<file path="src/rtl/bgs_pkg.sv">
// Shared types, constants and register codes for the battery gauge smoother.
package bgs_pkg;

    localparam int ADC_WIDTH   = 10;
    localparam int BREAKPOINTS = 11;
    localparam int BP_W        = 10;
    localparam int CMP_W       = (ADC_WIDTH > BP_W) ? ADC_WIDTH : BP_W;
    localparam int IDX_W       = $clog2(BREAKPOINTS);
    localparam int CAP_W       = 7;
    localparam int STATUS_W    = 2;
    localparam int COUNT_W     = 11;
    localparam int HOLD_W      = 8;
    localparam int LOW_W       = 60;
    localparam int HIGH_W      = 50;
    localparam int TABLE_W     = LOW_W + HIGH_W;
    localparam int CFG_IDX_W   = 3;
    localparam int CFG_DATA_W  = 60;

    // Stream beat layouts, whole bytes.
    localparam int IN_BITS     = ADC_WIDTH + 2;
    localparam int S_TDATA_W   = ((IN_BITS + 7) / 8) * 8;
    localparam int OUT_BITS    = CAP_W + STATUS_W + 1;
    localparam int M_TDATA_W   = ((OUT_BITS + 7) / 8) * 8;

    // Shared divider: numerator covers (sample - bp) * 10 and hold * 6.
    localparam int DIV_NUM_W   = BP_W + 4;
    localparam int DIV_DEN_W   = BP_W;
    localparam int DIV_CNT_W   = $clog2(DIV_NUM_W);

    localparam logic [CAP_W-1:0]    CAP_UNMEASURED = CAP_W'(120);
    localparam logic [CAP_W-1:0]    CAP_FULL       = CAP_W'(100);
    localparam logic [CAP_W-1:0]    CAP_EMPTY      = CAP_W'(0);
    localparam logic signed [7:0]   DIFF_LIMIT     = 8'sd5;
    localparam logic signed [7:0]   RATE_BASE      = 8'sd6;
    localparam logic [IDX_W-1:0]    IDX_FIRST      = IDX_W'(1);
    localparam logic [IDX_W-1:0]    IDX_LAST       = IDX_W'(BREAKPOINTS - 1);

    localparam logic [STATUS_W-1:0] STATUS_CHARGING     = 2'd0;
    localparam logic [STATUS_W-1:0] STATUS_FULL         = 2'd1;
    localparam logic [STATUS_W-1:0] STATUS_NOT_CHARGING = 2'd2;
    localparam logic [STATUS_W-1:0] STATUS_UNKNOWN      = 2'd3;

    localparam logic [CFG_IDX_W-1:0] CFG_CHARGE_LOW     = 3'd0;
    localparam logic [CFG_IDX_W-1:0] CFG_CHARGE_HIGH    = 3'd1;
    localparam logic [CFG_IDX_W-1:0] CFG_DISCHARGE_LOW  = 3'd2;
    localparam logic [CFG_IDX_W-1:0] CFG_DISCHARGE_HIGH = 3'd3;
    localparam logic [CFG_IDX_W-1:0] CFG_CHARGE_HOLD    = 3'd4;
    localparam logic [CFG_IDX_W-1:0] CFG_DISCHARGE_HOLD = 3'd5;

    localparam logic [LOW_W-1:0]  RST_CHARGE_LOW     = 60'd581523436923736514;
    localparam logic [HIGH_W-1:0] RST_CHARGE_HIGH    = 50'd643817244484108;
    localparam logic [LOW_W-1:0]  RST_DISCHARGE_LOW  = 60'd547713422125881764;
    localparam logic [HIGH_W-1:0] RST_DISCHARGE_HIGH = 50'd610799651908078;
    localparam logic [HOLD_W-1:0] RST_CHARGE_HOLD    = 8'd48;
    localparam logic [HOLD_W-1:0] RST_DISCHARGE_HOLD = 8'd45;

    typedef enum logic [2:0] {
        ST_IDLE,
        ST_DECIDE,
        ST_SEARCH,
        ST_DIV_RAW,
        ST_SHOW,
        ST_HOLD,
        ST_DIV_HOLD,
        ST_REPORT
    } bgs_state_t;

    typedef struct packed {
        logic load_in;
        logic dec_count;
        logic raw_full;
        logic raw_zero;
        logic search_init;
        logic search_step;
        logic div_start_raw;
        logic raw_from_div;
        logic update_shown;
        logic div_start_hold;
        logic count_from_div;
        logic report;
    } bgs_cmd_t;

    typedef struct packed {
        logic sample_zero;
        logic count_zero;
        logic full;
        logic le_first;
        logic le_cur;
        logic idx_last;
        logic div_busy;
        logic out_free;
    } bgs_stat_t;

endpackage

</file>
<file path="src/rtl/bgs_divider.sv">
// Restoring divider, one quotient bit per cycle.
module bgs_divider
    import bgs_pkg::*;
(
    input  logic                 aclk,
    input  logic                 aresetn,
    input  logic                 start,
    input  logic [DIV_NUM_W-1:0] dividend,
    input  logic [DIV_DEN_W-1:0] divisor,
    output logic                 busy,
    output logic [DIV_NUM_W-1:0] quotient
);

    logic                 busy_reg, busy_next;
    logic [DIV_CNT_W-1:0] cnt_reg, cnt_next;
    logic [DIV_NUM_W-1:0] num_reg, num_next;
    logic [DIV_DEN_W-1:0] rem_reg, rem_next;
    logic [DIV_DEN_W-1:0] den_reg, den_next;
    logic [DIV_DEN_W:0]   partial;
    logic [DIV_DEN_W:0]   trial;

    assign partial = {rem_reg, num_reg[DIV_NUM_W-1]};
    assign trial   = partial - {1'b0, den_reg};

    always_comb begin
        busy_next = busy_reg;
        cnt_next  = cnt_reg;
        num_next  = num_reg;
        rem_next  = rem_reg;
        den_next  = den_reg;
        if (start) begin
            busy_next = 1'b1;
            cnt_next  = DIV_CNT_W'(DIV_NUM_W - 1);
            num_next  = dividend;
            rem_next  = '0;
            den_next  = divisor;
        end else if (busy_reg) begin
            // The numerator register fills with quotient bits from the bottom.
            if (partial >= {1'b0, den_reg}) begin
                rem_next = trial[DIV_DEN_W-1:0];
                num_next = {num_reg[DIV_NUM_W-2:0], 1'b1};
            end else begin
                rem_next = partial[DIV_DEN_W-1:0];
                num_next = {num_reg[DIV_NUM_W-2:0], 1'b0};
            end
            cnt_next = cnt_reg - DIV_CNT_W'(1);
            if (cnt_reg == '0) begin
                busy_next = 1'b0;
            end
        end
    end

    always_ff @(posedge aclk) begin
        if (!aresetn) begin
            busy_reg <= 1'b0;
            cnt_reg  <= '0;
        end else begin
            busy_reg <= busy_next;
            cnt_reg  <= cnt_next;
        end
        num_reg <= num_next;
        rem_reg <= rem_next;
        den_reg <= den_next;
    end

    assign busy     = busy_reg;
    assign quotient = num_reg;

endmodule

</file>
<file path="src/rtl/bgs_datapath.sv">
// Datapath: configuration, breakpoint search, pacing state and result register.
module bgs_datapath
    import bgs_pkg::*;
(
    input  logic                  aclk,
    input  logic                  aresetn,
    input  logic [S_TDATA_W-1:0]  s_tdata,      // [9:0] adc_sample, [10] adapter_present, [11] charge_full
    output logic                  m_tvalid,
    input  logic                  m_tready,
    output logic [M_TDATA_W-1:0]  m_tdata,      // [6:0] shown_capacity, [8:7] supply_status, [9] status_changed
    input  logic                  cfg_we,
    input  logic [CFG_IDX_W-1:0]  cfg_index,
    input  logic [CFG_DATA_W-1:0] cfg_data,
    input  bgs_cmd_t              cmd,
    output bgs_stat_t             stat
);

    // Configuration registers.
    logic [LOW_W-1:0]  chg_low_reg, dis_low_reg;
    logic [HIGH_W-1:0] chg_high_reg, dis_high_reg;
    logic [HOLD_W-1:0] chg_hold_reg, dis_hold_reg;

    always_ff @(posedge aclk) begin
        if (!aresetn) begin
            chg_low_reg  <= RST_CHARGE_LOW;
            chg_high_reg <= RST_CHARGE_HIGH;
            dis_low_reg  <= RST_DISCHARGE_LOW;
            dis_high_reg <= RST_DISCHARGE_HIGH;
            chg_hold_reg <= RST_CHARGE_HOLD;
            dis_hold_reg <= RST_DISCHARGE_HOLD;
        end else if (cfg_we) begin
            case (cfg_index)
                CFG_CHARGE_LOW:     chg_low_reg  <= cfg_data[LOW_W-1:0];
                CFG_CHARGE_HIGH:    chg_high_reg <= cfg_data[HIGH_W-1:0];
                CFG_DISCHARGE_LOW:  dis_low_reg  <= cfg_data[LOW_W-1:0];
                CFG_DISCHARGE_HIGH: dis_high_reg <= cfg_data[HIGH_W-1:0];
                CFG_CHARGE_HOLD:    chg_hold_reg <= cfg_data[HOLD_W-1:0];
                CFG_DISCHARGE_HOLD: dis_hold_reg <= cfg_data[HOLD_W-1:0];
                default: ;
            endcase
        end
    end

    // Input beat and working registers.
    logic [ADC_WIDTH-1:0] sample_reg;
    logic                 ac_reg, full_reg;
    logic [IDX_W-1:0]     idx_reg;
    logic [CAP_W-1:0]     raw_reg;
    logic [CAP_W-1:0]     shown_reg, shown_next;
    logic [COUNT_W-1:0]   count_reg, count_next;
    logic [STATUS_W-1:0]  last_status_reg;
    logic [CAP_W-1:0]     last_cap_reg;
    logic                 out_valid_reg;
    logic [OUT_BITS-1:0]  out_data_reg;

    logic [TABLE_W-1:0]   table_bits;
    logic [BP_W-1:0]      bp_first, bp_cur, bp_prev;
    logic [CMP_W-1:0]     sample_ext;
    logic [CMP_W-1:0]     span_v;
    logic [BP_W-1:0]      span_vb, span_ba;
    logic [DIV_NUM_W-1:0] num_raw, num_hold, div_num;
    logic [DIV_DEN_W-1:0] div_den;
    logic [DIV_NUM_W-1:0] div_q;
    logic                 div_busy;
    logic [CAP_W-1:0]     tens;
    logic signed [7:0]    diff, diff_clamped, rate_div;
    logic [HOLD_W-1:0]    hold_base;
    logic [COUNT_W-1:0]   hold_six;
    logic [STATUS_W-1:0]  status_now;
    logic                 changed_now;

    assign table_bits = ac_reg ? {chg_high_reg, chg_low_reg} : {dis_high_reg, dis_low_reg};
    assign bp_first   = table_bits[BP_W-1:0];
    assign bp_cur     = table_bits[idx_reg * BP_W +: BP_W];
    assign bp_prev    = table_bits[(idx_reg - IDX_W'(1)) * BP_W +: BP_W];
    assign sample_ext = CMP_W'(sample_reg);

    // The search guarantees bp_prev < sample <= bp_cur, so both spans fit a breakpoint.
    assign span_v  = sample_ext - CMP_W'(bp_prev);
    assign span_vb = span_v[BP_W-1:0];
    assign span_ba = bp_cur - bp_prev;
    assign num_raw = (DIV_NUM_W'(span_vb) << 3) + (DIV_NUM_W'(span_vb) << 1);

    // Reload period: hold * 6 / (6 +- clamped difference).
    assign diff = signed'({1'b0, raw_reg}) - signed'({1'b0, shown_reg});
    always_comb begin
        if (ac_reg) begin
            diff_clamped = (diff < -DIFF_LIMIT) ? -DIFF_LIMIT : diff;
            rate_div     = RATE_BASE + diff_clamped;
            hold_base    = chg_hold_reg;
        end else begin
            diff_clamped = (diff > DIFF_LIMIT) ? DIFF_LIMIT : diff;
            rate_div     = RATE_BASE - diff_clamped;
            hold_base    = dis_hold_reg;
        end
    end
    assign hold_six = (COUNT_W'(hold_base) << 2) + (COUNT_W'(hold_base) << 1);
    assign num_hold = DIV_NUM_W'(hold_six);

    assign div_num = cmd.div_start_hold ? num_hold : num_raw;
    assign div_den = cmd.div_start_hold ? DIV_DEN_W'(unsigned'(rate_div)) : span_ba;

    bgs_divider u_div (
        .aclk     (aclk),
        .aresetn  (aresetn),
        .start    (cmd.div_start_raw | cmd.div_start_hold),
        .dividend (div_num),
        .divisor  (div_den),
        .busy     (div_busy),
        .quotient (div_q)
    );

    assign tens = CAP_W'((CAP_W'(idx_reg) - CAP_W'(1)) * CAP_W'(10));

    always_comb begin
        shown_next = shown_reg;
        if (shown_reg == CAP_UNMEASURED) begin
            shown_next = raw_reg;
        end else if (ac_reg) begin
            shown_next = (shown_reg >= CAP_FULL) ? CAP_FULL : shown_reg + CAP_W'(1);
        end else if (raw_reg >= CAP_FULL) begin
            shown_next = shown_reg;
        end else begin
            shown_next = (shown_reg == CAP_EMPTY) ? CAP_EMPTY : shown_reg - CAP_W'(1);
        end
    end

    always_comb begin
        count_next = count_reg;
        if (cmd.dec_count) begin
            count_next = count_reg - COUNT_W'(1);
        end else if (cmd.count_from_div) begin
            // A zero quotient falls back to the charging period in either mode.
            count_next = (div_q == '0) ? COUNT_W'(chg_hold_reg) : div_q[COUNT_W-1:0];
        end
    end

    always_comb begin
        if (ac_reg) begin
            status_now = full_reg ? STATUS_FULL : STATUS_CHARGING;
        end else begin
            status_now = (shown_reg == CAP_FULL) ? STATUS_FULL : STATUS_NOT_CHARGING;
        end
    end
    assign changed_now = (status_now != last_status_reg) || (shown_reg != last_cap_reg);

    always_ff @(posedge aclk) begin
        if (!aresetn) begin
            shown_reg       <= CAP_UNMEASURED;
            count_reg       <= '0;
            last_status_reg <= STATUS_UNKNOWN;
            last_cap_reg    <= CAP_EMPTY;
            out_valid_reg   <= 1'b0;
        end else begin
            count_reg <= count_next;
            if (cmd.update_shown) begin
                shown_reg <= shown_next;
            end
            if (cmd.report) begin
                out_valid_reg <= 1'b1;
                if (changed_now) begin
                    last_status_reg <= status_now;
                    last_cap_reg    <= shown_reg;
                end
            end else if (m_tready) begin
                out_valid_reg <= 1'b0;
            end
        end
    end

    always_ff @(posedge aclk) begin
        if (cmd.load_in) begin
            sample_reg <= s_tdata[ADC_WIDTH-1:0];
            ac_reg     <= s_tdata[ADC_WIDTH];
            full_reg   <= s_tdata[ADC_WIDTH+1];
        end
        if (cmd.search_init) begin
            idx_reg <= IDX_FIRST;
        end else if (cmd.search_step) begin
            idx_reg <= idx_reg + IDX_W'(1);
        end
        if (cmd.raw_full) begin
            raw_reg <= CAP_FULL;
        end else if (cmd.raw_zero) begin
            raw_reg <= CAP_EMPTY;
        end else if (cmd.raw_from_div) begin
            raw_reg <= div_q[CAP_W-1:0] + tens;
        end
        if (cmd.report) begin
            out_data_reg <= {changed_now, status_now, shown_reg};
        end
    end

    assign stat.sample_zero = (sample_reg == '0);
    assign stat.count_zero  = (count_reg == '0);
    assign stat.full        = full_reg;
    assign stat.le_first    = (sample_ext <= CMP_W'(bp_first));
    assign stat.le_cur      = (sample_ext <= CMP_W'(bp_cur));
    assign stat.idx_last    = (idx_reg == IDX_LAST);
    assign stat.div_busy    = div_busy;
    assign stat.out_free    = !out_valid_reg || m_tready;

    assign m_tvalid = out_valid_reg;
    assign m_tdata  = M_TDATA_W'(out_data_reg);

    // The shown value is either a percentage or the unmeasured marker.
    assert property (@(posedge aclk) disable iff (!aresetn)
        shown_reg <= CAP_FULL || shown_reg == CAP_UNMEASURED)
        else $error("shown capacity left its legal range");

    // Interpolation only starts on a strictly increasing breakpoint pair.
    assert property (@(posedge aclk) disable iff (!aresetn)
        cmd.div_start_raw |-> (span_ba != '0 && span_vb <= span_ba))
        else $error("interpolation span is empty or exceeded");

    assert property (@(posedge aclk) disable iff (!aresetn)
        cmd.div_start_hold |-> (rate_div > 8'sd0))
        else $error("reload divisor is not positive");

    // An interpolated step never exceeds ten percent.
    assert property (@(posedge aclk) disable iff (!aresetn)
        cmd.raw_from_div |-> (div_q <= DIV_NUM_W'(10)))
        else $error("interpolation step above ten percent");

endmodule

</file>
<file path="src/rtl/bgs_ctrl.sv">
// Controller state machine that sequences one tick through the datapath.
module bgs_ctrl
    import bgs_pkg::*;
(
    input  logic      aclk,
    input  logic      aresetn,
    input  logic      s_tvalid,
    output logic      s_tready,
    input  bgs_stat_t stat,
    output bgs_cmd_t  cmd
);

    bgs_state_t state_reg, state_next;

    always_ff @(posedge aclk) begin
        if (!aresetn) begin
            state_reg <= ST_IDLE;
        end else begin
            state_reg <= state_next;
        end
    end

    always_comb begin
        state_next = state_reg;
        case (state_reg)
            ST_IDLE: begin
                if (s_tvalid) state_next = ST_DECIDE;
            end
            ST_DECIDE: begin
                if (stat.sample_zero || !stat.count_zero) begin
                    state_next = ST_REPORT;
                end else if (stat.full || stat.le_first) begin
                    state_next = ST_SHOW;
                end else begin
                    state_next = ST_SEARCH;
                end
            end
            ST_SEARCH: begin
                if (stat.le_cur) begin
                    state_next = ST_DIV_RAW;
                end else if (stat.idx_last) begin
                    state_next = ST_SHOW;
                end
            end
            ST_DIV_RAW: begin
                if (!stat.div_busy) state_next = ST_SHOW;
            end
            ST_SHOW:     state_next = ST_HOLD;
            ST_HOLD:     state_next = ST_DIV_HOLD;
            ST_DIV_HOLD: begin
                if (!stat.div_busy) state_next = ST_REPORT;
            end
            ST_REPORT: begin
                if (stat.out_free) state_next = ST_IDLE;
            end
            default:     state_next = ST_IDLE;
        endcase
    end

    always_comb begin
        cmd      = '0;
        s_tready = 1'b0;
        case (state_reg)
            ST_IDLE: begin
                s_tready    = 1'b1;
                cmd.load_in = s_tvalid;
            end
            ST_DECIDE: begin
                if (stat.sample_zero) begin
                    cmd = '0;
                end else if (!stat.count_zero) begin
                    cmd.dec_count = 1'b1;
                end else if (stat.full) begin
                    cmd.raw_full = 1'b1;
                end else if (stat.le_first) begin
                    cmd.raw_zero = 1'b1;
                end else begin
                    cmd.search_init = 1'b1;
                end
            end
            ST_SEARCH: begin
                if (stat.le_cur) begin
                    cmd.div_start_raw = 1'b1;
                end else if (stat.idx_last) begin
                    cmd.raw_full = 1'b1;
                end else begin
                    cmd.search_step = 1'b1;
                end
            end
            ST_DIV_RAW:  cmd.raw_from_div   = !stat.div_busy;
            ST_SHOW:     cmd.update_shown   = 1'b1;
            ST_HOLD:     cmd.div_start_hold = 1'b1;
            ST_DIV_HOLD: cmd.count_from_div = !stat.div_busy;
            ST_REPORT:   cmd.report         = stat.out_free;
            default: ;
        endcase
    end

    assert property (@(posedge aclk) disable iff (!aresetn)
        (state_reg == ST_DIV_RAW || state_reg == ST_DIV_HOLD) && $past(state_reg) != state_reg
        |-> stat.div_busy)
        else $error("divider idle on entry to a divide state");

    assert property (@(posedge aclk) disable iff (!aresetn)
        cmd.report |=> state_reg == ST_IDLE)
        else $error("report did not return to idle");

    assert property (@(posedge aclk) disable iff (!aresetn)
        $countones({cmd.raw_full, cmd.raw_zero, cmd.raw_from_div}) <= 1)
        else $error("conflicting raw capacity loads");

endmodule

</file>
<file path="src/rtl/battery_gauge_smoother.sv">
// Top level of the battery gauge smoother: controller plus datapath.
//
// Usage: one input beat per measurement tick on s_tvalid/s_tready/s_tdata
// carries the converter sample, the adapter-present level and the
// charge-full level. Each input beat produces exactly one result beat on
// m_tvalid/m_tready/m_tdata with the shown capacity, the supply status and
// the changed flag. Configuration is written through cfg_valid/cfg_ready
// with a register index and data; cfg_ready is always high, and writes
// should be made while the block is idle.
// Sequencing: a zero sample or a running countdown passes from the decide
// state straight to the report state. A reload tick walks the breakpoints
// from the second upward, one per cycle, until one covers the sample or the
// last is reached, runs the shared divider for the interpolation when one
// covers it, then again for the reload period. One tick is in flight at a time;
// s_tready rises again once the result is in the output register.
// Reset: aresetn (synchronous, active low) restores the default tables and
// hold periods, sets the shown capacity to unmeasured and clears the
// countdown. When the receiver stalls, the result beat holds in the output
// register; the next input beat may be accepted but its result waits.
module battery_gauge_smoother
    import bgs_pkg::*;
(
    input  logic                  aclk,
    input  logic                  aresetn,
    input  logic                  s_tvalid,
    output logic                  s_tready,
    input  logic [S_TDATA_W-1:0]  s_tdata,   // [9:0] adc_sample, [10] adapter_present, [11] charge_full
    output logic                  m_tvalid,
    input  logic                  m_tready,
    output logic [M_TDATA_W-1:0]  m_tdata,   // [6:0] shown_capacity, [8:7] supply_status, [9] status_changed
    input  logic                  cfg_valid,
    output logic                  cfg_ready,
    input  logic [CFG_IDX_W-1:0]  cfg_index,
    input  logic [CFG_DATA_W-1:0] cfg_data
);

    bgs_cmd_t  cmd;
    bgs_stat_t stat;

    assign cfg_ready = 1'b1;

    bgs_ctrl u_ctrl (
        .aclk     (aclk),
        .aresetn  (aresetn),
        .s_tvalid (s_tvalid),
        .s_tready (s_tready),
        .stat     (stat),
        .cmd      (cmd)
    );

    bgs_datapath u_dp (
        .aclk      (aclk),
        .aresetn   (aresetn),
        .s_tdata   (s_tdata),
        .m_tvalid  (m_tvalid),
        .m_tready  (m_tready),
        .m_tdata   (m_tdata),
        .cfg_we    (cfg_valid & cfg_ready),
        .cfg_index (cfg_index),
        .cfg_data  (cfg_data),
        .cmd       (cmd),
        .stat      (stat)
    );

endmodule

</file>
<file path="config.mk">
export PLATFORM = sky130hd
export DESIGN_NAME = battery_gauge_smoother
export DESIGN_NICKNAME = d
export VERILOG_FILES = /design/src/rtl/bgs_pkg.sv /design/src/rtl/bgs_divider.sv /design/src/rtl/bgs_datapath.sv /design/src/rtl/bgs_ctrl.sv /design/src/rtl/battery_gauge_smoother.sv
export SDC_FILE = /design/constraint.sdc
export NUM_CORES = 1
export LEC_CHECK = 0
export BUFFER_PORTS_ARGS = -buffer_cell sky130_fd_sc_hd__clkbuf_2
export CAP_MARGIN = 0
export CORE_ASPECT_RATIO = 0.9
export CORE_UTILIZATION = 50
export DETAILED_ROUTE_END_ITERATION = 10
export PLACE_DENSITY = 0.69
export RECOVER_POWER = 100
export SKIP_LAST_GASP = 1
export SLEW_MARGIN = 30
export SYNTH_ARGS = -nofsm -noshare
export SYNTH_HDL_FRONTEND = slang
export SYNTH_SLANG_ARGS = --single-unit
</file>
<file path="constraint.sdc">
create_clock -name aclk -period 25.3 [get_ports aclk]
set_clock_uncertainty 0.05 [all_clocks]
set_input_delay 3.795 -clock aclk [delete_from_list [all_inputs] [get_ports aclk]]
set_output_delay 3.795 -clock aclk [all_outputs]
set_load 0.03 [all_outputs]
</file>
## After elaboration in Yosys (flattened, before gate mapping)

Index checks and enable logic that the tools add are counted.

- Bitwise gates (word level): 2
- Shifts and indexed selects: 2
- Multiply operators: 3
- $add $sub $neg: 16
- Eq/ne operators: 23
- Reduce and logical (&&, ||, !) cells: 29
- Mux-type cells: 63
- $lt $le $gt $ge: 7

Operators by type and width:

| kind | count |
|---|---|
| $mux W110 | 1 |
| $shiftx A110 B33 Y10 | 1 |
| $shiftx A110 B9 Y10 | 1 |
| $mux W7 | 7 |
| $mux W14 | 3 |
| $mux W8 | 5 |
| $mux W11 | 3 |
| $mul A32 B3 Y31 const B | 1 |
| $sub A10 B10 Y10 | 3 |
| $mux W3 | 9 |
| $mux W1 | 24 |
| $pmux W3 S8 | 1 |
| $le A10 B10 Y1 | 2 |
| $eq A3 B3 Y1 const B | 6 |
| $reduce_and A2 Y1 | 8 |
| $add A13 B11 Y14 | 1 |
| $eq A7 B7 Y1 const B | 2 |
| $ge A7 B7 Y1 const B | 2 |
| $logic_not A14 Y1 | 1 |
| $eq A3 B2 Y1 const B | 4 |
| $mux W4 | 3 |
| $add A10 B9 Y11 | 1 |
| $ge A11 B10 Y1 | 1 |
| $logic_not A11 Y1 | 1 |
| other kinds (35) | 54 |

- Logic and storage cells: 171
- Output and inout bits: 19
- Flip-flop bits (word level): 339
- Input port bits: 84

## Logic depth before layout (Yosys ltp)

Gate-level depths: netlist of the first run.

- Word-level depth: 8
- Depth in mapped cells: 42
- Depth with buffers taken out: 32

## Hierarchy

A second synthesis of the first run with hierarchy kept.

- Cell total of the unflattened synthesis: 2836
- Area, all modules: 22829.4 um2

Modules (own cells, without submodules):

| module | instances | area each (um2) | cells an instance | seq. area each (um2) |
|---|---|---|---|---|
| bgs_datapath | 1 | 20299.5 | 2593 | 6165.9 |
| bgs_divider | 1 | 2137.0 | 185 | 1021.0 |
| bgs_ctrl | 1 | 381.6 | 56 | 60.1 |
| battery_gauge_smoother | 1 | 11.3 | 2 | 0.0 |

## Least setup slack after synthesis of the first run

No wires, ideal clock.

- Path kind: flip-flop to flip-flop
- Start point: register u_dp.idx_reg[0]
- End point: register u_dp.u_div.num_reg[10], in the netlist u_dp.u_div.quotient[10], data pin
- Stages on the path, launching flop included: 41
- Clock period less this slack: 9427 ps
- Setup slack: 15873 ps
- Setup time: 273 ps
- Arrival time: 9104 ps
- Data required time: 24977 ps
- Buffers on the path: 11
- Path through: dfxtp_1 -> clkbuf_1 -> inv_2 -> buf_1 -> clkbuf_1 -> buf_1 -> ha_1 -> inv_1 -> buf_2 -> clkbuf_1 -> buf_1 -> clkbuf_1 -> buf_1 -> ha_1 -> ha_1 -> inv_1 -> fa_1 -> nor2b_1 -> [5 not listed] -> o21ai_0 -> a211oi_1 -> nor3_1 -> ha_1 -> inv_1 -> fa_1 -> a21o_1 -> a21oi_1 -> o21bai_1 -> a21oi_1 -> xnor2_1 -> ha_1 -> nor2b_1 -> a221o_1 -> a31o_2 -> mux2i_1 -> xnor2_1 -> a211oi_2

- Longest elaborated chain between the ends: 7
- Elaborated cells on any way between the ends: 13
- Classes of those cells: add/sub (3); mul (2); order compare (1); shift (2); mux (4); bitwise (1)

RTL lines:

| what | line | source |
|---|---|---|
| start, declared | bgs_datapath.sv:47 | `logic [IDX_W-1:0] idx_reg;` |
| start signal, assigned | bgs_datapath.sv:180 | `idx_reg <= idx_reg + IDX_W'(1);` |
| $sub A4 B1 Y5 or $mul A4 B3 Y7 (tied branches) | bgs_datapath.sv:75, bgs_datapath.sv:74 |  |
| $mul A32 B3 Y31 or $shiftx A110 B9 Y10 (tied branches) | bgs_datapath.sv:75, bgs_datapath.sv:74 |  |
| $shiftx A110 B33 Y10 or $le A10 B10 Y1 (tied branches) | bgs_datapath.sv:75, bgs_datapath.sv:198 |  |
| $sub A10 B10 Y10 or $mux W1 (tied branches) | bgs_datapath.sv:79, bgs_ctrl.sv:82 |  |
| $add A13 B11 Y14 or $mux W2 (tied branches) | -- |  |
| $mux W14 or $or A1 B1 Y1 (tied branches) | bgs_datapath.sv:100, bgs_datapath.sv:106 |  |
| $mux W14 (*) | bgs_divider.sv:31 | `if (start) begin` |
| named net u_dp.u_div.num_next[10] | bgs_divider.sv:16 | `logic [DIV_NUM_W-1:0] num_reg, num_next;` |
| end signal, assigned | bgs_divider.sv:61 | `num_reg <= num_next;` |
| end, declared | bgs_divider.sv:16 |  |

Mark *: on every way through the listed nets, which the timed path passes. The rest lies on a longest branch.
A chain may end at the register's enable or synchronous reset.

## Final worst setup path of the first run

- Start point: input aresetn
- End point: register u_dp.dis_low_reg[26]

RTL lines:

| what | line | source |
|---|---|---|
| start, declared | battery_gauge_smoother.sv:24 | `input logic aresetn,` |
| end signal, assigned | bgs_datapath.sv:35 | `CFG_DISCHARGE_LOW: dis_low_reg <= cfg_data[LOW_W-1:0];` |
| end, declared | bgs_datapath.sv:19 | `logic [LOW_W-1:0] chg_low_reg, dis_low_reg;` |

No word-level cell between the ends.

==> out/results.tsv, run 1 <==
stage	metric	value	unit
drt	drc	0	
status	violations	capacitance limit, slew limit	
floorplanning	pin_count	103	
placed_design	gp_congestion	0.980	
setup_path	crit_top_cell	clkbuf_1	
drt	wire_per_inst	21.5	um
floorplanning	die_w	228	um
setup_path	startpoint_type	input pin	
placed_design	placed_cell_area	23800	sq um
cts	cts_hold_buffers	0	
synth	synth_ff_type	dfxtp_1	
synth	synth_seq_cells	339	
cts	path_clk_slew	0.06	ns
placed_design	hpwlAfterDp	52.1	mm
setup_path	path_class	in -> reg	
setup_path	crit_arrival	11.76	ns
final_layout	drive_above_1_share	0.120	
cts	ctsResizeCount	0	
synth	synth_area_leaders	dfxtp_1 25%, nand2_1 11%, mux4_2 6.8%	
setup_path	slowest_delay	3.26	ns
cts	clk_latency	0.56	ns
synth	post-synth-top-area-cell	dfxtp_1	
synth	ys_seq_area_frac	0.314	
timing	min_period_over_period	0.459	
grt	grt_pass1_wl	113	mm
placed_design	dpl_worst_slack	16.68	ns
synth	netlist.area_leader.share	0.255	
final_layout	final_common_cell	nand2_1	
cts	cts_tree	built	
setup_path	rr_worst_depth	25	
cts	cts.sinks	339	
job	maxCapViolations	9	
setup_path	r2r_slack	15.04	ns
synth	yosys_warnings	0	
final_layout	syn2layout_area_growth	8.35	%
cts	clockRootBuffer	clkbuf_16	
synth	ys_types	80	
synth	synth_area	23000	sq um
final_layout	fill_cells	4186	
timing	finalCriticalPeriod	11.61	ns
timing	fin_setup_tns	0	ns
timing	tightestPinTransition	4.46	ns
grt	grt_usage	0.307	
setup_path	crit_required	25.45	ns
synth	postSynthCellCount	2810	
setup_path	critical_path.slowest_cell	clkbuf_1	
timing	hold_slack	0.415	ns
final_layout	final_area	25000	sq um
synth	ys_async_sr_fraction	0	
timing	finalSetupViolCount	0	
grt	grt.overflow.total	0	
setup_path	regToRegEndpoint	u_dp.u_div.quotient[12]	
min_path	holdCritPathClass	reg -> reg	
drt	vias_per_cell	6.17	
synth	synth_edf_count	46	
setup_path	crit_end	u_dp.dis_low_reg[26]	
grt	grt_max_degree	122	
timing	max_freq	0.0862	GHz
final_layout	diodes	0	
timing	rsz0062_at_grt	false	
timing	slew_viol_final	512	
cts	postCtsSetupBuffers	0	
cts	cts_buffers	38	
placed_design	io_buffer_count	91	
drt	first_pass_iters	6	
drt	num_vias	21100	
setup_path	critPathCaptureType	register	
setup_path	r2r-start	u_dp.ac_reg	
cts	cts_max_path_buffers	3	
synth	syn_avg_cell_area	8.20	sq um
floorplanning	die_area	47000	sq um
cts	htree_num_levels	2	
floorplanning	initial_core_util	0.507	
grt	grt_pass1_vias	19700	
drt	drt-total-wl	73.4	mm
final_layout	fin_nets	2959	
drt	ant_nets	0	
status	run_status	complete, but fails checks	
floorplanning	rows	74	
setup_path	worstPathCellList	clkbuf_1, clkbuf_1, clkbuf_1, nand3_1	
timing	relSlewSlack	-1.97	
setup_path	crit_fanout	121	
floorplanning	die_h	206	um
timing	hold_viol	0	
drt	first_iter_violations	2265	
final_layout	mostFrequentLayoutCells	663 x nand2_1, 292 x dfxtp_1, 140 x nand3_1	
setup_path	crit_start	aresetn	
timing	fin_ws	13.69	ns
floorplanning	core_area	45500	sq um
grt	grt_antenna_before_repair	0	
==> stage by stage <==
stage | instances | utilization
6_report | 3410 | 0.549
5_1_grt | 3410 | 0.549
3_3_place_gp | 3342 | 0.523
2_1_floorplan | 2815 | -
4_1_cts | 3410 | 0.551
3_5_place_dp | 3342 | 0.523
==> worst max-delay path: cells and delay by family <==
family / cells / cell delay, ns
buffers and inverters: 3 / 7.49
AND/OR/NAND/NOR: 1 / 0.33
==> layout make-up <==
cell class / count / area, sq um / area share
Clock buffer: 48 / 1060 / 0.0425
Clock inverter: 20 / 216 / 0.00867
Inverter: 88 / 330 / 0.0132
Multi-Input combinational cell: 2181 / 14700 / 0.589
Sequential cell: 339 / 7250 / 0.290
Tap cell: 608 / 761 / 0.0305
Timing Repair Buffer: 126 / 651 / 0.0261
==> per-layer routing <==
metal  GRT usage  share of wire  up-vias
li1            -              -     9892
met1       0.419           0.43    10200
met2       0.495           0.46      873
met3      0.0452          0.078      131
met4       0.109          0.032        0
met5           0              0        -
==> worst min path at each step <==
stage | endpoint | start | slack (ns) | depth (start not counted)
after floorplan | u_dp.out_data_reg[2] | u_dp.shown_reg[2] | 0.36 | 0
after global placement | u_dp.chg_low_reg[18] | u_dp.chg_low_reg[18] | 0.39 | 2
after detailed placement | u_dp.chg_low_reg[21] | u_dp.chg_low_reg[21] | 0.40 | 2
after CTS | u_dp.dis_low_reg[9] | u_dp.dis_low_reg[9] | 0.41 | 2
after global routing | u_dp.chg_low_reg[51] | u_dp.chg_low_reg[51] | 0.44 | 2
final | u_dp.dis_low_reg[13] | u_dp.dis_low_reg[13] | 0.42 | 2
==> cell usage after synthesis (42+ instances only) <==
cell type / n
inv_1: 86
a21boi_0: 139
clkbuf_1: 156
ha_1: 93
o21ai_0: 133
a21oi_1: 93
nand2_1: 665
dfxtp_1: 293
edfxtp_1: 46
mux4_2: 70
nor2_1: 123
nand3_1: 142
mux2_2: 81
xnor2_1: 50
o211ai_1: 42
mux2i_1: 113
==> kinds of logic (layout without fill, tap and decap cells) <==
logic type      count (synthesis)  after routing  share of synthesized area
xor+xnor                       73             73                     0.0281
other cells                     2              7                   0.000326
fa+ha+maj                     101            101                     0.0574
simple gates                 1101           1101                      0.205
buf+inv                       295            282                     0.0516
compound gates                632            632                      0.184
mux                           267            267                      0.159
flops                         339            339                      0.314
Power of run 1 is not shown: default switching activity piles up to over one toggle a cycle in this logic, so the estimate is an artifact.
==> inputs of run 2 (changes only) <==
Clock period 25.3 ns to 12.08 ns, I/O delays scaled along.
==> run 2 against run 1 <==
The flow still finishes with violations (capacitance limit, slew limit). Design area up 0.19%. Core utilization up 0.10 points. Worst setup slack worse by 11 ns. Sequential share of layout area down 0.055 points. Non-clock buffer count up 1. Worst hold slack worse by 0.00098 ns. Routed wire length up 0.30%. Critical path depth up 24. Die area unchanged. Register-to-register slack worse by 12 ns. Global-route usage about the same. Via count up 1.2%. Critical endpoint is now u_dp.u_div.quotient[12]. Largest cell class unchanged.
==> out/results.tsv, run 2 (synthesis gave the netlist of run 1 again) <==
stage	metric	value	unit	change
status	run_status	complete, but fails checks		
status	violations	capacitance limit, slew limit		
cts	cts_hold_buffers	0		unchanged
placed_design	dp.cells	3343		+0.030%
timing	min_period_over_period	0.773		
drt	first_pass_iters	6		unchanged
timing	finalSetupViolCount	0		unchanged
floorplanning	die_h	206	um	unchanged
setup_path	critical_path.slowest_cell	inv_1		
grt	grt_pass1_vias	19700		-0.16%
cts	cts_tree	built		
grt	grt.overflow.total	0		unchanged
placed_design	hpwlAfterDp	52.1	mm	about the same
cts	postCtsSetupBuffers	0		unchanged
grt	grt_pass1_wl	114	mm	+0.30%
setup_path	regToRegEndpoint	u_dp.u_div.quotient[12]		
setup_path	slowest_delay	1.15	ns	-2.11 ns
placed_design	io_buffer_count	91		unchanged
floorplanning	core_area	45500	sq um	unchanged
setup_path	critPathCaptureType	register		
floorplanning	initial_core_util	0.507		unchanged
setup_path	path_class	reg -> reg		
timing	tightestPinTransition	4.16	ns	-0.304 ns
final_layout	finalNonFillerCells	3414		+0.12%
placed_design	placed_cell_area	23800	sq um	about the same
timing	rsz0062_at_grt	false		
timing	max_freq	0.107	GHz	
setup_path	rr_worst_depth	28		+12%
floorplanning	rows	74		unchanged
timing	hold_viol	0		unchanged
setup_path	crit_required	12.43	ns	-13.02 ns
placed_design	gp_congestion	0.975		-0.55%
job	maxCapViolations	8		-1
grt	grt_max_degree	108		-11%
final_layout	mostFrequentLayoutCells	664 x nand2_1, 292 x dfxtp_1, 140 x nand3_1		
setup_path	startpoint_type	register		
setup_path	r2r-start	u_dp.idx_reg[0]		
cts	cts_buffers	38		unchanged
setup_path	crit_arrival	9.69	ns	-2.07 ns
cts	clk_latency	0.57	ns	about the same
min_path	hold_depth	2		unchanged
drt	wire_per_inst	21.6	um	+0.19%
floorplanning	pin_count	103		unchanged
drt	num_vias	21300		+1.2%
final_layout	drive_above_1_share	0.119		-0.000442
final_layout	final_area	25000	sq um	+0.19%
drt	first_iter_violations	2185		-3.5%
cts	cts.sinks	339		unchanged
timing	relSlewSlack	-1.77		+0.202
final_layout	syn2layout_area_growth	8.55	%	
setup_path	crit_fanout	43		-64%
floorplanning	die_area	47000	sq um	unchanged
final_layout	final_common_cell	nand2_1		
timing	finalCriticalPeriod	9.33	ns	
min_path	min_from	u_dp.chg_low_reg[6]		
min_path	holdPathEnd	u_dp.chg_low_reg[6]		
drt	drt-total-wl	73.6	mm	+0.30%
timing	slew_viol_final	519		+1.4%
timing	fin_setup_tns	0	ns	unchanged
cts	path_clk_slew	0.06	ns	about the same
drt	drc	0		unchanged
cts	htree_num_levels	2		unchanged
cts	ctsResizeCount	0		unchanged
grt	grt_usage	0.307		+0.000497
cts	cts_max_path_buffers	3		unchanged
final_layout	fin_nets	2960		+0.034%
setup_path	r2r_slack	2.75	ns	-12.29 ns
min_path	holdCritPathClass	reg -> reg		
final_layout	final_core_util	0.550		+0.00105
drt	ant_nets	0		unchanged
grt	grt_antenna_before_repair	2		+2
floorplanning	die_w	228	um	unchanged
cts	clockRootBuffer	clkbuf_16		
drt	vias_per_cell	6.24		+1.1%
-- run 2: cell count changes in the layout (fill, tap and decap cells not counted), moves of 2 or more --
| cell | before | now |
|---|---|---|
| clkbuf_8 | 3 | 6 |
| inv_6 | 1 | 5 |
| inv_8 | 2 | 0 |
| clkinvlp_4 | 6 | 2 |
| diode_2 | 0 | 2 |
-- run 2: cell type report --
class                      instances  area, sq um
fill                            4157        20400
multi-input combinational       2181        14700
sequential                       339         7250
clock buffer                      51         1100
tap                              608          761
timing repair buffer             127          657
inverter                          88          330
clock inverter                    18          215
antenna                            2         5.00
-- run 2: how the worst max path moves through the flow --
stage                    startpoint                       to  slack, ns  depth (start not counted)
CTS                 u_dp.idx_reg[0]  u_dp.u_div.quotient[12]       3.75                         28
floorplan           u_dp.idx_reg[0]  u_dp.u_div.quotient[10]       2.65                         40
global placement    u_dp.idx_reg[0]  u_dp.u_div.quotient[11]       3.96                         26
finish              u_dp.idx_reg[0]  u_dp.u_div.quotient[12]       2.75                         28
detailed placement  u_dp.idx_reg[0]  u_dp.u_div.quotient[12]       3.77                         28
global route        u_dp.idx_reg[0]  u_dp.u_div.quotient[12]       2.34                         28
-- run 2: worst max-delay path: cells and delay by family, from the launching register on --
kind	cells	cell delay [ns]
AO/OA/AOI/OAI	14	2.89
buffers and inverters	5	2.19
adder cells (fa/ha/maj)	5	1.90
AND/OR/NAND/NOR	2	0.77
multiplexers	1	0.61
flip-flops	1	0.51
XOR/XNOR	1	0.24
-- run 2: metal layers --
metal / wire length, um / track usage
met1: 31600 / 0.419
met2: 33200 / 0.490
met3: 5780 / 0.0410
met4: 2970 / 0.129
met5: 0 / 0
-- run 2: metrics by stage --
step	hold slack [ns]	setup slack [ns]
3_3_place_gp	0.394	3.96
2_1_floorplan	0.356	2.65
6_report	0.414	2.75
3_5_place_dp	0.398	3.77
4_1_cts	0.413	3.75
5_1_grt	0.434	2.34
Power of run 2 is left out for the same reason.
